--- config.mk ---
export PLATFORM = sky130hd
export DESIGN_NAME = bmp24_grayscale_stream_loader_unit
export DESIGN_NICKNAME = d
export VERILOG_FILES = /design/src/bgsl_pkg.sv /design/src/bmp24_grayscale_stream_loader_unit.sv /design/src/bgsl_front.sv /design/src/bgsl_queue.sv /design/src/bgsl_back.sv
export SDC_FILE = /design/constraint.sdc
export NUM_CORES = 2
export LEC_CHECK = 0
export BUFFER_PORTS_ARGS = -buffer_cell sky130_fd_sc_hd__buf_2
export CAP_MARGIN = 30
export CORE_ASPECT_RATIO = 1.25
export CORE_UTILIZATION = 25
export DETAILED_ROUTE_END_ITERATION = 6
export MAX_ROUTING_LAYER = met4
export PLACE_DENSITY = 0.34
export SETUP_SLACK_MARGIN = 0.05
export SYNTH_ARGS = -nofsm -noshare
export SYNTH_HDL_FRONTEND = slang
export SYNTH_HIERARCHICAL = 1
export SYNTH_SLANG_ARGS = --single-unit
--- constraint.sdc ---
create_clock -name clk -period 9.2 [get_ports clk]
set_clock_uncertainty 0.15 [all_clocks]
set_input_delay 0.92 -clock clk [delete_from_list [all_inputs] [get_ports clk]]
set_output_delay 0.92 -clock clk [all_outputs]
set_load 0.005 [all_outputs]
--- src/bgsl_pkg.sv ---
// Shared types and constants for the BMP grayscale stream loader.
package bgsl_pkg;

  // Parser phase of the byte front end.
  typedef enum logic [1:0] {
    PH_HEADER,
    PH_PIXEL,
    PH_PAD,
    PH_IDLE
  } phase_t;

  // Steps of the image size product sequencer.
  typedef enum logic [2:0] {
    MS_IDLE,
    MS_PAD,
    MS_LO,
    MS_HI,
    MS_SUM
  } mul_step_t;

  // Result kinds.
  typedef enum logic [1:0] {
    KIND_PIXEL  = 2'd0,
    KIND_ACCEPT = 2'd1,
    KIND_REJECT = 2'd2
  } kind_t;

  // Reject codes; the field reads as zero on accept and pixel results.
  localparam logic [2:0] ERR_MAGIC   = 3'd0;
  localparam logic [2:0] ERR_HSIZE   = 3'd1;
  localparam logic [2:0] ERR_DEPTH   = 3'd2;
  localparam logic [2:0] ERR_COMP    = 3'd3;
  localparam logic [2:0] ERR_PLANES  = 3'd4;
  localparam logic [2:0] ERR_SIZE    = 3'd5;
  localparam logic [2:0] ERR_DIM     = 3'd6;
  localparam logic [2:0] ERR_CLEAR   = 3'd0;

  // Byte positions in the combined file and info header.
  localparam logic [5:0] POS_MAGIC0  = 6'd0;
  localparam logic [5:0] POS_MAGIC1  = 6'd1;
  localparam logic [5:0] POS_HSIZE   = 6'd14;
  localparam logic [5:0] POS_WIDTH   = 6'd18;
  localparam logic [5:0] POS_HEIGHT  = 6'd22;
  localparam logic [5:0] POS_PLANES  = 6'd26;
  localparam logic [5:0] POS_DEPTH   = 6'd28;
  localparam logic [5:0] POS_COMP    = 6'd30;
  localparam logic [5:0] POS_ISIZE   = 6'd34;
  localparam logic [5:0] POS_LAST    = 6'd53;

  localparam logic [7:0]  MAGIC_B      = 8'h42;
  localparam logic [7:0]  MAGIC_M      = 8'h4D;
  localparam logic [31:0] INFO_HDR_LEN = 32'd40;
  localparam logic [15:0] BITS_24      = 16'd24;
  localparam logic [15:0] ONE_PLANE    = 16'd1;

  // Luma weights in Q16: 0.299, 0.587 and 0.114.
  localparam logic [14:0] W_RED   = 15'd19595;
  localparam logic [15:0] W_GREEN = 16'd38470;
  localparam logic [12:0] W_BLUE  = 13'd7471;

  localparam int COORD_W = 13;
  localparam int GRAY_W  = 16;
  typedef logic [COORD_W-1:0] coord_t;

  localparam int QUEUE_DEPTH = 4;
  localparam int QPTR_W      = 2;

  // One classified item handed from the front end to the back end.
  typedef struct packed {
    kind_t      kind;
    logic [2:0] err;
    coord_t     row;
    coord_t     col;
    logic [7:0] blue;
    logic [7:0] green;
    logic [7:0] red;
    logic       last;
  } op_t;

endpackage

--- src/bmp24_grayscale_stream_loader_unit.sv ---
// Top level of the BMP 24-bit grayscale stream loader.
//
// The block takes one file byte per transfer and sustains one byte per clock
// while the queue has room. The 54 header bytes are parsed little-endian. The
// edge that takes the last header byte also queues an accept result (height in
// row, width in col) or a reject result with its error code. Pixel bytes then
// come in B, G, R order and every third byte gives one Q8 luma result with
// the top-down row and the column; row padding is dropped and bytes after a
// reject or the final pixel are ignored until a transfer with the start flag
// set, which restarts parsing at any time. The image size check uses a
// 32x16 multiplier twice in the pad, low, high and sum steps after the last
// height byte, which the remaining header bytes always cover. Results leave
// through a four-entry queue, a product stage and an output register, so a
// stalled output does not stop input until the queue fills.
module bmp24_grayscale_stream_loader_unit #(
  parameter int MAX_DIM = 4096
) (
  input  logic        clk,
  input  logic        rst_n,
  input  logic        in_tvalid,
  output logic        in_tready,
  input  logic [7:0]  in_tdata,   // [7:0] file_byte
  input  logic [0:0]  in_tuser,   // [0] first_byte
  output logic        out_tvalid,
  input  logic        out_tready,
  output logic [47:0] out_tdata,  // [2:0] error_code, [15:3] row, [28:16] col,
                                  // [44:29] gray, [47:45] zero
  output logic [1:0]  out_tuser,  // [1:0] kind
  output logic        out_tlast   // last
);

  logic                        q_full;
  logic                        q_empty;
  logic                        push;
  logic                        pop;
  bgsl_pkg::op_t               push_op;
  bgsl_pkg::op_t               head_op;
  bgsl_pkg::kind_t             res_kind;
  logic [2:0]                  res_err;
  bgsl_pkg::coord_t            res_row;
  bgsl_pkg::coord_t            res_col;
  logic [bgsl_pkg::GRAY_W-1:0] res_gray;

  bgsl_front #(
    .MAX_DIM (MAX_DIM)
  ) u_front (
    .clk      (clk),
    .rst_n    (rst_n),
    .in_valid (in_tvalid),
    .in_ready (in_tready),
    .in_byte  (in_tdata),
    .in_first (in_tuser[0]),
    .q_full   (q_full),
    .push     (push),
    .push_op  (push_op)
  );

  bgsl_queue u_queue (
    .clk     (clk),
    .rst_n   (rst_n),
    .push    (push),
    .push_op (push_op),
    .full    (q_full),
    .pop     (pop),
    .empty   (q_empty),
    .head_op (head_op)
  );

  bgsl_back u_back (
    .clk       (clk),
    .rst_n     (rst_n),
    .q_empty   (q_empty),
    .head_op   (head_op),
    .pop       (pop),
    .out_valid (out_tvalid),
    .out_ready (out_tready),
    .out_kind  (res_kind),
    .out_err   (res_err),
    .out_row   (res_row),
    .out_col   (res_col),
    .out_gray  (res_gray),
    .out_last  (out_tlast)
  );

  assign out_tdata = {3'b000, res_gray, res_col, res_row, res_err};
  assign out_tuser = res_kind;

endmodule

--- src/bgsl_front.sv ---
// Byte front end: header parse, header checks, pixel assembly and row bookkeeping.
module bgsl_front #(
  parameter int MAX_DIM = 4096
) (
  input  logic             clk,
  input  logic             rst_n,
  input  logic             in_valid,
  output logic             in_ready,
  input  logic [7:0]       in_byte,
  input  logic             in_first,
  input  logic             q_full,
  output logic             push,
  output bgsl_pkg::op_t    push_op
);

  localparam int DIM_W = $clog2(MAX_DIM + 1);

  localparam logic [1:0] BIP_BLUE  = 2'd0;
  localparam logic [1:0] BIP_GREEN = 2'd1;
  localparam logic [1:0] BIP_RED   = 2'd2;

  bgsl_pkg::phase_t    phase_r, phase_nxt, cur_phase;
  bgsl_pkg::mul_step_t mstep_r, mstep_nxt;

  logic [5:0]       pos_r, pos_nxt, cur_pos;
  logic [1:0]       bip_r, bip_nxt;
  logic [1:0]       pad_r, pad_nxt;
  logic [DIM_W-1:0] width_r, width_nxt;
  logic [DIM_W-1:0] height_r, height_nxt;
  logic [DIM_W-1:0] col_r, col_nxt;
  logic [DIM_W-1:0] row_r, row_nxt;
  logic [7:0]       blue_r, blue_nxt;
  logic [7:0]       green_r, green_nxt;

  logic [7:0]  magic0_r, magic0_nxt;
  logic [7:0]  magic1_r, magic1_nxt;
  logic [31:0] hsize_r, hsize_nxt;
  logic [31:0] fw_r, fw_nxt;
  logic [31:0] fh_r, fh_nxt;
  logic [15:0] planes_r, planes_nxt;
  logic [15:0] depth_r, depth_nxt;
  logic [31:0] comp_r, comp_nxt;
  logic [31:0] isize_r, isize_nxt;

  logic [33:0] padded_r;
  logic [47:0] plo_r;
  logic [47:0] phi_r;
  logic [63:0] prod_r;
  logic [33:0] row_sum;

  logic       acc;
  logic       hdr_ok;
  logic [2:0] hdr_code;
  logic       mismatch;
  logic       col_end;
  logic       row_end;
  logic       last_px;
  logic [DIM_W-1:0] row_out;
  logic [1:0] off;

  assign in_ready  = !q_full;
  assign acc       = in_valid && !q_full;
  assign cur_phase = in_first ? bgsl_pkg::PH_HEADER : phase_r;
  assign cur_pos   = in_first ? bgsl_pkg::POS_MAGIC0 : pos_r;

  assign col_end = ({1'b0, col_r} + 1'b1) == {1'b0, width_r};
  assign row_end = ({1'b0, row_r} + 1'b1) == {1'b0, height_r};
  assign last_px = col_end && row_end;
  assign row_out = height_r - row_r - 1'b1;

  // A zero height makes the product zero, so only a zero size field matches.
  assign mismatch = (fh_r == 32'd0) ? (isize_r != 32'd0)
                  : ((padded_r[33:32] != 2'b00) || (prod_r != {32'd0, isize_r}));

  always_comb begin
    hdr_ok   = 1'b0;
    hdr_code = bgsl_pkg::ERR_CLEAR;
    priority if (magic0_r != bgsl_pkg::MAGIC_B || magic1_r != bgsl_pkg::MAGIC_M) begin
      hdr_code = bgsl_pkg::ERR_MAGIC;
    end else if (hsize_r != bgsl_pkg::INFO_HDR_LEN) begin
      hdr_code = bgsl_pkg::ERR_HSIZE;
    end else if (depth_r != bgsl_pkg::BITS_24) begin
      hdr_code = bgsl_pkg::ERR_DEPTH;
    end else if (comp_r != 32'd0) begin
      hdr_code = bgsl_pkg::ERR_COMP;
    end else if (planes_r != bgsl_pkg::ONE_PLANE) begin
      hdr_code = bgsl_pkg::ERR_PLANES;
    end else if (mismatch) begin
      hdr_code = bgsl_pkg::ERR_SIZE;
    end else if (fw_r == 32'd0 || fw_r > 32'(MAX_DIM) ||
                 fh_r == 32'd0 || fh_r > 32'(MAX_DIM)) begin
      hdr_code = bgsl_pkg::ERR_DIM;
    end else begin
      hdr_ok = 1'b1;
    end
  end

  // Parser phase.
  always_comb begin
    phase_nxt = phase_r;
    if (acc) begin
      unique case (cur_phase)
        bgsl_pkg::PH_HEADER: begin
          if (cur_pos == bgsl_pkg::POS_LAST) begin
            phase_nxt = hdr_ok ? bgsl_pkg::PH_PIXEL : bgsl_pkg::PH_IDLE;
          end else begin
            phase_nxt = bgsl_pkg::PH_HEADER;
          end
        end
        bgsl_pkg::PH_PIXEL: begin
          if (bip_r == BIP_RED && last_px) begin
            phase_nxt = bgsl_pkg::PH_IDLE;
          end else if (bip_r == BIP_RED && col_end && width_r[1:0] != 2'd0) begin
            phase_nxt = bgsl_pkg::PH_PAD;
          end else begin
            phase_nxt = bgsl_pkg::PH_PIXEL;
          end
        end
        bgsl_pkg::PH_PAD: begin
          phase_nxt = (pad_r == 2'd1) ? bgsl_pkg::PH_PIXEL : bgsl_pkg::PH_PAD;
        end
        default: begin
          phase_nxt = bgsl_pkg::PH_IDLE;
        end
      endcase
    end
  end

  // Header fields, pixel assembly and counters.
  always_comb begin
    pos_nxt    = pos_r;
    bip_nxt    = bip_r;
    pad_nxt    = pad_r;
    width_nxt  = width_r;
    height_nxt = height_r;
    col_nxt    = col_r;
    row_nxt    = row_r;
    blue_nxt   = blue_r;
    green_nxt  = green_r;
    magic0_nxt = magic0_r;
    magic1_nxt = magic1_r;
    hsize_nxt  = hsize_r;
    fw_nxt     = fw_r;
    fh_nxt     = fh_r;
    planes_nxt = planes_r;
    depth_nxt  = depth_r;
    comp_nxt   = comp_r;
    isize_nxt  = isize_r;
    off        = 2'd0;
    push       = 1'b0;
    push_op    = '0;
    if (acc) begin
      unique case (cur_phase)
        bgsl_pkg::PH_HEADER: begin
          pos_nxt = (cur_pos == bgsl_pkg::POS_LAST) ? 6'd0 : cur_pos + 6'd1;
          if (cur_pos == bgsl_pkg::POS_MAGIC0) begin
            magic0_nxt = in_byte;
          end else if (cur_pos == bgsl_pkg::POS_MAGIC1) begin
            magic1_nxt = in_byte;
          end else if (cur_pos >= bgsl_pkg::POS_HSIZE && cur_pos < bgsl_pkg::POS_WIDTH) begin
            off = cur_pos[1:0] - bgsl_pkg::POS_HSIZE[1:0];
            if (off == 2'd0) hsize_nxt = 32'(in_byte);
            else hsize_nxt[{off, 3'b000} +: 8] = in_byte;
          end else if (cur_pos >= bgsl_pkg::POS_WIDTH && cur_pos < bgsl_pkg::POS_HEIGHT) begin
            off = cur_pos[1:0] - bgsl_pkg::POS_WIDTH[1:0];
            if (off == 2'd0) fw_nxt = 32'(in_byte);
            else fw_nxt[{off, 3'b000} +: 8] = in_byte;
          end else if (cur_pos >= bgsl_pkg::POS_HEIGHT && cur_pos < bgsl_pkg::POS_PLANES) begin
            off = cur_pos[1:0] - bgsl_pkg::POS_HEIGHT[1:0];
            if (off == 2'd0) fh_nxt = 32'(in_byte);
            else fh_nxt[{off, 3'b000} +: 8] = in_byte;
          end else if (cur_pos >= bgsl_pkg::POS_PLANES && cur_pos < bgsl_pkg::POS_DEPTH) begin
            off = cur_pos[1:0] - bgsl_pkg::POS_PLANES[1:0];
            if (off == 2'd0) planes_nxt = 16'(in_byte);
            else planes_nxt[{off[0], 3'b000} +: 8] = in_byte;
          end else if (cur_pos >= bgsl_pkg::POS_DEPTH && cur_pos < bgsl_pkg::POS_COMP) begin
            off = cur_pos[1:0] - bgsl_pkg::POS_DEPTH[1:0];
            if (off == 2'd0) depth_nxt = 16'(in_byte);
            else depth_nxt[{off[0], 3'b000} +: 8] = in_byte;
          end else if (cur_pos >= bgsl_pkg::POS_COMP && cur_pos < bgsl_pkg::POS_ISIZE) begin
            off = cur_pos[1:0] - bgsl_pkg::POS_COMP[1:0];
            if (off == 2'd0) comp_nxt = 32'(in_byte);
            else comp_nxt[{off, 3'b000} +: 8] = in_byte;
          end else if (cur_pos >= bgsl_pkg::POS_ISIZE && cur_pos < 6'd38) begin
            off = cur_pos[1:0] - bgsl_pkg::POS_ISIZE[1:0];
            if (off == 2'd0) isize_nxt = 32'(in_byte);
            else isize_nxt[{off, 3'b000} +: 8] = in_byte;
          end
          if (cur_pos == bgsl_pkg::POS_LAST) begin
            push = 1'b1;
            if (hdr_ok) begin
              push_op.kind = bgsl_pkg::KIND_ACCEPT;
              push_op.row  = bgsl_pkg::coord_t'(fh_r);
              push_op.col  = bgsl_pkg::coord_t'(fw_r);
              width_nxt    = DIM_W'(fw_r);
              height_nxt   = DIM_W'(fh_r);
              col_nxt      = '0;
              row_nxt      = '0;
              bip_nxt      = BIP_BLUE;
              pad_nxt      = 2'd0;
            end else begin
              push_op.kind = bgsl_pkg::KIND_REJECT;
              push_op.err  = hdr_code;
            end
          end
        end
        bgsl_pkg::PH_PIXEL: begin
          if (bip_r == BIP_BLUE) begin
            blue_nxt = in_byte;
            bip_nxt  = BIP_GREEN;
          end else if (bip_r == BIP_GREEN) begin
            green_nxt = in_byte;
            bip_nxt   = BIP_RED;
          end else begin
            bip_nxt       = BIP_BLUE;
            push          = 1'b1;
            push_op.kind  = bgsl_pkg::KIND_PIXEL;
            push_op.row   = bgsl_pkg::coord_t'(row_out);
            push_op.col   = bgsl_pkg::coord_t'(col_r);
            push_op.blue  = blue_r;
            push_op.green = green_r;
            push_op.red   = in_byte;
            push_op.last  = last_px;
            col_nxt       = col_r + 1'b1;
            if (!last_px && col_end) begin
              pad_nxt = width_r[1:0];
              if (width_r[1:0] == 2'd0) begin
                col_nxt = '0;
                row_nxt = row_r + 1'b1;
              end
            end
          end
        end
        bgsl_pkg::PH_PAD: begin
          pad_nxt = pad_r - 2'd1;
          if (pad_r == 2'd1) begin
            col_nxt = '0;
            row_nxt = row_r + 1'b1;
          end
        end
        default: begin
        end
      endcase
    end
  end

  // The size product runs while the header bytes after the height arrive.
  always_comb begin
    mstep_nxt = mstep_r;
    unique case (mstep_r)
      bgsl_pkg::MS_IDLE: mstep_nxt = bgsl_pkg::MS_IDLE;
      bgsl_pkg::MS_PAD:  mstep_nxt = bgsl_pkg::MS_LO;
      bgsl_pkg::MS_LO:   mstep_nxt = bgsl_pkg::MS_HI;
      bgsl_pkg::MS_HI:   mstep_nxt = bgsl_pkg::MS_SUM;
      default:           mstep_nxt = bgsl_pkg::MS_IDLE;
    endcase
    if (acc && cur_phase == bgsl_pkg::PH_HEADER && cur_pos == (bgsl_pkg::POS_PLANES - 6'd1)) begin
      mstep_nxt = bgsl_pkg::MS_PAD;
    end
  end

  assign row_sum = {1'b0, fw_r, 1'b0} + {2'b00, fw_r} + 34'd3;

  always_ff @(posedge clk) begin
    unique case (mstep_r)
      bgsl_pkg::MS_PAD: padded_r <= {row_sum[33:2], 2'b00};
      bgsl_pkg::MS_LO:  plo_r    <= padded_r[31:0] * fh_r[15:0];
      bgsl_pkg::MS_HI:  phi_r    <= padded_r[31:0] * fh_r[31:16];
      bgsl_pkg::MS_SUM: prod_r   <= 64'(plo_r) + {phi_r, 16'd0};
      default: begin
      end
    endcase
  end

  always_ff @(posedge clk) begin
    if (!rst_n) begin
      phase_r  <= bgsl_pkg::PH_HEADER;
      mstep_r  <= bgsl_pkg::MS_IDLE;
      pos_r    <= 6'd0;
      bip_r    <= BIP_BLUE;
      pad_r    <= 2'd0;
      width_r  <= '0;
      height_r <= '0;
      col_r    <= '0;
      row_r    <= '0;
    end else begin
      phase_r  <= phase_nxt;
      mstep_r  <= mstep_nxt;
      pos_r    <= pos_nxt;
      bip_r    <= bip_nxt;
      pad_r    <= pad_nxt;
      width_r  <= width_nxt;
      height_r <= height_nxt;
      col_r    <= col_nxt;
      row_r    <= row_nxt;
    end
  end

  always_ff @(posedge clk) begin
    blue_r   <= blue_nxt;
    green_r  <= green_nxt;
    magic0_r <= magic0_nxt;
    magic1_r <= magic1_nxt;
    hsize_r  <= hsize_nxt;
    fw_r     <= fw_nxt;
    fh_r     <= fh_nxt;
    planes_r <= planes_nxt;
    depth_r  <= depth_nxt;
    comp_r   <= comp_nxt;
    isize_r  <= isize_nxt;
  end

endmodule

--- src/bgsl_queue.sv ---
// Short queue of classified items between the front end and the back end.
module bgsl_queue (
  input  logic          clk,
  input  logic          rst_n,
  input  logic          push,
  input  bgsl_pkg::op_t push_op,
  output logic          full,
  input  logic          pop,
  output logic          empty,
  output bgsl_pkg::op_t head_op
);

  bgsl_pkg::op_t mem [bgsl_pkg::QUEUE_DEPTH];

  logic [bgsl_pkg::QPTR_W-1:0] wr_ptr_r, wr_ptr_nxt;
  logic [bgsl_pkg::QPTR_W-1:0] rd_ptr_r, rd_ptr_nxt;
  logic [bgsl_pkg::QPTR_W:0]   count_r, count_nxt;
  logic                        do_push;
  logic                        do_pop;

  assign full    = count_r == (bgsl_pkg::QPTR_W + 1)'(bgsl_pkg::QUEUE_DEPTH);
  assign empty   = count_r == '0;
  assign do_push = push && !full;
  assign do_pop  = pop && !empty;
  assign head_op = mem[rd_ptr_r];

  always_comb begin
    wr_ptr_nxt = do_push ? wr_ptr_r + 1'b1 : wr_ptr_r;
    rd_ptr_nxt = do_pop ? rd_ptr_r + 1'b1 : rd_ptr_r;
    count_nxt  = count_r;
    if (do_push && !do_pop) count_nxt = count_r + 1'b1;
    else if (do_pop && !do_push) count_nxt = count_r - 1'b1;
  end

  always_ff @(posedge clk) begin
    if (do_push) begin
      mem[wr_ptr_r] <= push_op;
    end
  end

  always_ff @(posedge clk) begin
    if (!rst_n) begin
      wr_ptr_r <= '0;
      rd_ptr_r <= '0;
      count_r  <= '0;
    end else begin
      wr_ptr_r <= wr_ptr_nxt;
      rd_ptr_r <= rd_ptr_nxt;
      count_r  <= count_nxt;
    end
  end

endmodule

--- src/bgsl_back.sv ---
// Back end: luma products, weighted sum and the registered result stage.
module bgsl_back (
  input  logic                               clk,
  input  logic                               rst_n,
  input  logic                               q_empty,
  input  bgsl_pkg::op_t                      head_op,
  output logic                               pop,
  output logic                               out_valid,
  input  logic                               out_ready,
  output bgsl_pkg::kind_t                    out_kind,
  output logic [2:0]                         out_err,
  output bgsl_pkg::coord_t                   out_row,
  output bgsl_pkg::coord_t                   out_col,
  output logic [bgsl_pkg::GRAY_W-1:0]        out_gray,
  output logic                               out_last
);

  logic          s1_valid_r, s1_valid_nxt;
  bgsl_pkg::op_t s1_op_r;
  logic [22:0]   pr_r;
  logic [23:0]   pg_r;
  logic [20:0]   pb_r;
  logic [23:0]   wsum;

  logic                        out_valid_r, out_valid_nxt;
  bgsl_pkg::kind_t             out_kind_r;
  logic [2:0]                  out_err_r;
  bgsl_pkg::coord_t            out_row_r;
  bgsl_pkg::coord_t            out_col_r;
  logic [bgsl_pkg::GRAY_W-1:0] out_gray_r;
  logic                        out_last_r;

  logic out_load;
  logic s1_load;

  // The result register takes a new value whenever it is empty or being drained.
  assign out_load = !out_valid_r || out_ready;
  assign s1_load  = out_load || !s1_valid_r;
  assign pop      = s1_load && !q_empty;
  assign wsum     = 24'(pr_r) + pg_r + 24'(pb_r);

  always_comb begin
    s1_valid_nxt  = s1_load ? !q_empty : s1_valid_r;
    out_valid_nxt = out_load ? s1_valid_r : out_valid_r;
  end

  always_ff @(posedge clk) begin
    if (s1_load) begin
      s1_op_r <= head_op;
      pr_r    <= head_op.red * bgsl_pkg::W_RED;
      pg_r    <= head_op.green * bgsl_pkg::W_GREEN;
      pb_r    <= head_op.blue * bgsl_pkg::W_BLUE;
    end
    if (out_load) begin
      out_kind_r <= s1_op_r.kind;
      out_err_r  <= s1_op_r.err;
      out_row_r  <= s1_op_r.row;
      out_col_r  <= s1_op_r.col;
      out_gray_r <= wsum[23:8];
      out_last_r <= s1_op_r.last;
    end
  end

  always_ff @(posedge clk) begin
    if (!rst_n) begin
      s1_valid_r  <= 1'b0;
      out_valid_r <= 1'b0;
    end else begin
      s1_valid_r  <= s1_valid_nxt;
      out_valid_r <= out_valid_nxt;
    end
  end

  assign out_valid = out_valid_r;
  assign out_kind  = out_kind_r;
  assign out_err   = out_err_r;
  assign out_row   = out_row_r;
  assign out_col   = out_col_r;
  assign out_gray  = out_gray_r;
  assign out_last  = out_last_r;

endmodule

==> qor.yml <==
outcome:
  status: "finished, final reports clean"
sta:
  worst_pin_slew_ns: 1.06
  tns_ns: 0
  rsz0062_at_grt: "false"
  hold_viol: 0
  fmax_ghz: 0.119
  setup_viol: 0
  whs_ns: 0.265
  post-route-period-util: 0.915
  drv_slew: 0
  max_slew_margin: 0.294
  period_minus_slack_ns: 8.42
critical_path:
  rrSetupSlack_ns: 0.78
  path_cells: "buf_4 -> and2_1 -> fa_1 -> inv_1 -> fa_1 -> fa_1 -> inv_1 -> fa_1 -> fa_1 -> inv_1 -> fa_1 -> inv_1 -> ha_1 -> nand4_1 -> or3_1 -> o22a_1 -> a211oi_1 -> a31oi_1 -> o21ai_0 -> nand4_1 -> a21oi_1 -> xnor2_1"
  critPathCaptureType: "register"
  start_kind: "register"
  cpMostUsedCell: "fa_1"
  required_ns: 9.45
  worst-setup-path-type: "register to register"
  cp_data_arrival_time_ns: 8.67
  worst_path_max_delay_cell: "edfxtp_1"
  path_delay_family: "adder cells"
  cp_max_fo: 19
  max_stage_delay_ns: 0.89
  crit_buf_inv: 5
synth:
  syn_avg_cell_area_um2: 10.8
  async_reset_ff_frac: 0
  ys_ff_latch: 859
  seq_area_frac_synth: 0.338
  synth_area_um2: 74000
  yosys_warnings: 6
  synth_edf_count: 781
  ys_types: 92
  synth_cells: 6844
  synth_ff_type: "edfxtp_1"
pwr:
  p_leak_uw: 0.0351
  power.share.switching: 0.226
  clock_power_share: 0.488
  p_int_uw: 6570
  cellPowerDensity_nw_per_um2: 102
  pwr-share-comb: 0.016
  switchingPower_uw: 1920
  ir_drop_mv: 0.230
  power_uw: 8490
  p_seq_frac: 0.496
clock_network:
  cts_tree: "yes"
  cts_hold_buf: 0
  htreeDepth: 3
  cts_num_sinks: 859
  cts_setup_buffers: 0
  clock_latency_ns: 0.80
  ctsResizeCount: 0
  cts_root_buf: "clkbuf_16"
  ctsLongestPathBuffers: 3
  cts_made_buffers: 99
  path_clk_slew_ns: 0.07
layout:
  area_delta_synth_final_pct: 12.1
  finalInstanceArea_um2: 82900
  drive_gt1_frac: 0.0715
  final_cells: 10889
  layout_common_cells: "inv_1, fa_1, nand2_1, edfxtp_1, ha_1"
  nets: 8315
  final.fill_count: 30882
  final_common_cell: "inv_1"
route:
  wl_um: 248000
  vias_per_cell: 4.51
  drtAntennaViolNets: 0
  vias: 49138
  dr.pass1.iters: 7
  routedWlPerCell_um: 22.7
  drtIter0Drc: 2520
  drc: 0
global_route:
  grt_overflow: 0
  antenna_found_initial: 9
  grt_pass1_vias: 52877
  grtUsageTotal: 0.172
  grt_max_degree: 67
  grt_pass1_wl_um: 366000
floorplan:
  fp.dieW_um: 489
  rows: 223
  io_pins: 66
  die_h_um: 610
  dieArea_um2: 298000
  core-area_um2: 295000
  start_util: 0.251
placement:
  gp_congestion: 0.835
  place_inst: 10696
  numPortBuffers: 62
  placed_area_um2: 79500
  dp_hpwl_um: 192000
min_path:
  hp-class: "register to register"
run:
  maxCapViolCount: 0
-- path summary, 6_finish.rpt --
check	cells after the start	to	from
hold / removal	0	u_back/out_row[7]	u_back/s1_op_r[45]
hold reg to reg	0	u_back/out_row[7]	u_back/s1_op_r[45]
setup / recovery	22	u_front/plo_r[47]	u_front/padded_r[10]
setup reg to reg	22	u_front/plo_r[47]	u_front/padded_r[10]
-- synthesized netlist by cell type (all sizes together) (22+ instances only) --
| cell type | n | area share |
|---|---|---|
| mux4 | 56 | 0.017 |
| nor2 | 168 | 0.0085 |
| a21o | 142 | 0.014 |
| inv | 1077 | 0.055 |
| buf | 25 | 0.0027 |
| a22oi | 24 | 0.0024 |
| ha | 576 | 0.097 |
| o21bai | 27 | 0.0027 |
| nand4 | 44 | 0.0037 |
| a21oi | 290 | 0.020 |
| nand2b | 105 | 0.0089 |
| nor2b | 36 | 0.0030 |
| and3 | 58 | 0.0050 |
| xor2 | 105 | 0.012 |
| a211oi | 22 | 0.0022 |
| dfxtp | 78 | 0.021 |
| clkbuf | 282 | 0.014 |
| edfxtp | 781 | 0.32 |
| a21boi | 44 | 0.0045 |
| xnor2 | 195 | 0.023 |
| nor4 | 59 | 0.0050 |
| fa | 865 | 0.23 |
| and2 | 441 | 0.037 |
| nand2 | 803 | 0.041 |
| o21a | 28 | 0.0028 |
| nand3 | 76 | 0.0051 |
| o21ai | 136 | 0.0092 |
| nor3 | 48 | 0.0032 |
| a31oi | 32 | 0.0028 |
-- worst register-to-register path: cells and delay by family (launching register included) --
kind / cells / cell delay (ns)
xor gates and xnor gates: 1 / 0.09
DFF: 1 / 0.89
AOI/OAI and AO/OA: 5 / 1.85
buffers and inverters: 5 / 0.65
adders and majority gates: 7 / 3.20
and+or+nand+nor: 4 / 1.24
-- sequential cells by signal, indices dropped and copies added, names as in the netlist, 32 cells and up, named ones only --
signal	cells
u_queue/mem	224
u_front/prod_r	62
u_front/phi_r	46
u_front/plo_r	46
u_back/s1_op_r	32
u_front/comp_r	32
u_front/fh_r	32
u_front/fw_r	32
u_front/hsize_r	32
u_front/isize_r	32
u_front/padded_r	32
-- power groups by stage --
stage / logic [uW] / clock network (uW) / registers, uW
after floorplan: 72.2 / 0 / 4300
after global placement: 141 / 0 / 4300
after detailed placement: 141 / 0 / 4300
after CTS: 142 / 4300 / 4210
after global routing: 149 / 4430 / 4210
final: 137 / 4140 / 4210
-- cell type report --
| cell class | count | area, um2 | area share |
|---|---|---|---|
| timing repair buffer | 221 | 1750 | 0.0210 |
| antenna | 5 | 12.5 | 0.000151 |
| multi-input combinational | 4602 | 43800 | 0.528 |
| tap | 3937 | 4930 | 0.0594 |
| clock buffer | 122 | 2640 | 0.0318 |
| inverter | 1078 | 4050 | 0.0488 |
| sequential | 859 | 25000 | 0.302 |
| clock inverter | 65 | 768 | 0.00926 |
-- kinds of logic after synthesis --
group,Yosys count,synth area share
fa+ha+maj,1441,0.331
simple gates,1925,0.130
buf+inv,1385,0.0717
compound gates,867,0.0752
xor+xnor,300,0.0355
mux,66,0.0184
other cells,1,0.0000507
flops,859,0.338
-- per-layer routing --
layer	global-route usage	wire, um
met4	0.0462	7210
met1	0.195	99100
met2	0.321	136000
met3	0.0136	5670
met5	-	0
-- per-stage QoR --
stage	utilization	setup WS, ns
finish	0.281	0.781
global route	0.281	0.676
CTS	0.281	0.900
detailed placement	0.270	1.06
global placement	0.269	0.713
floorplan	-	2.74
Power figures use the tool's default switching activity.
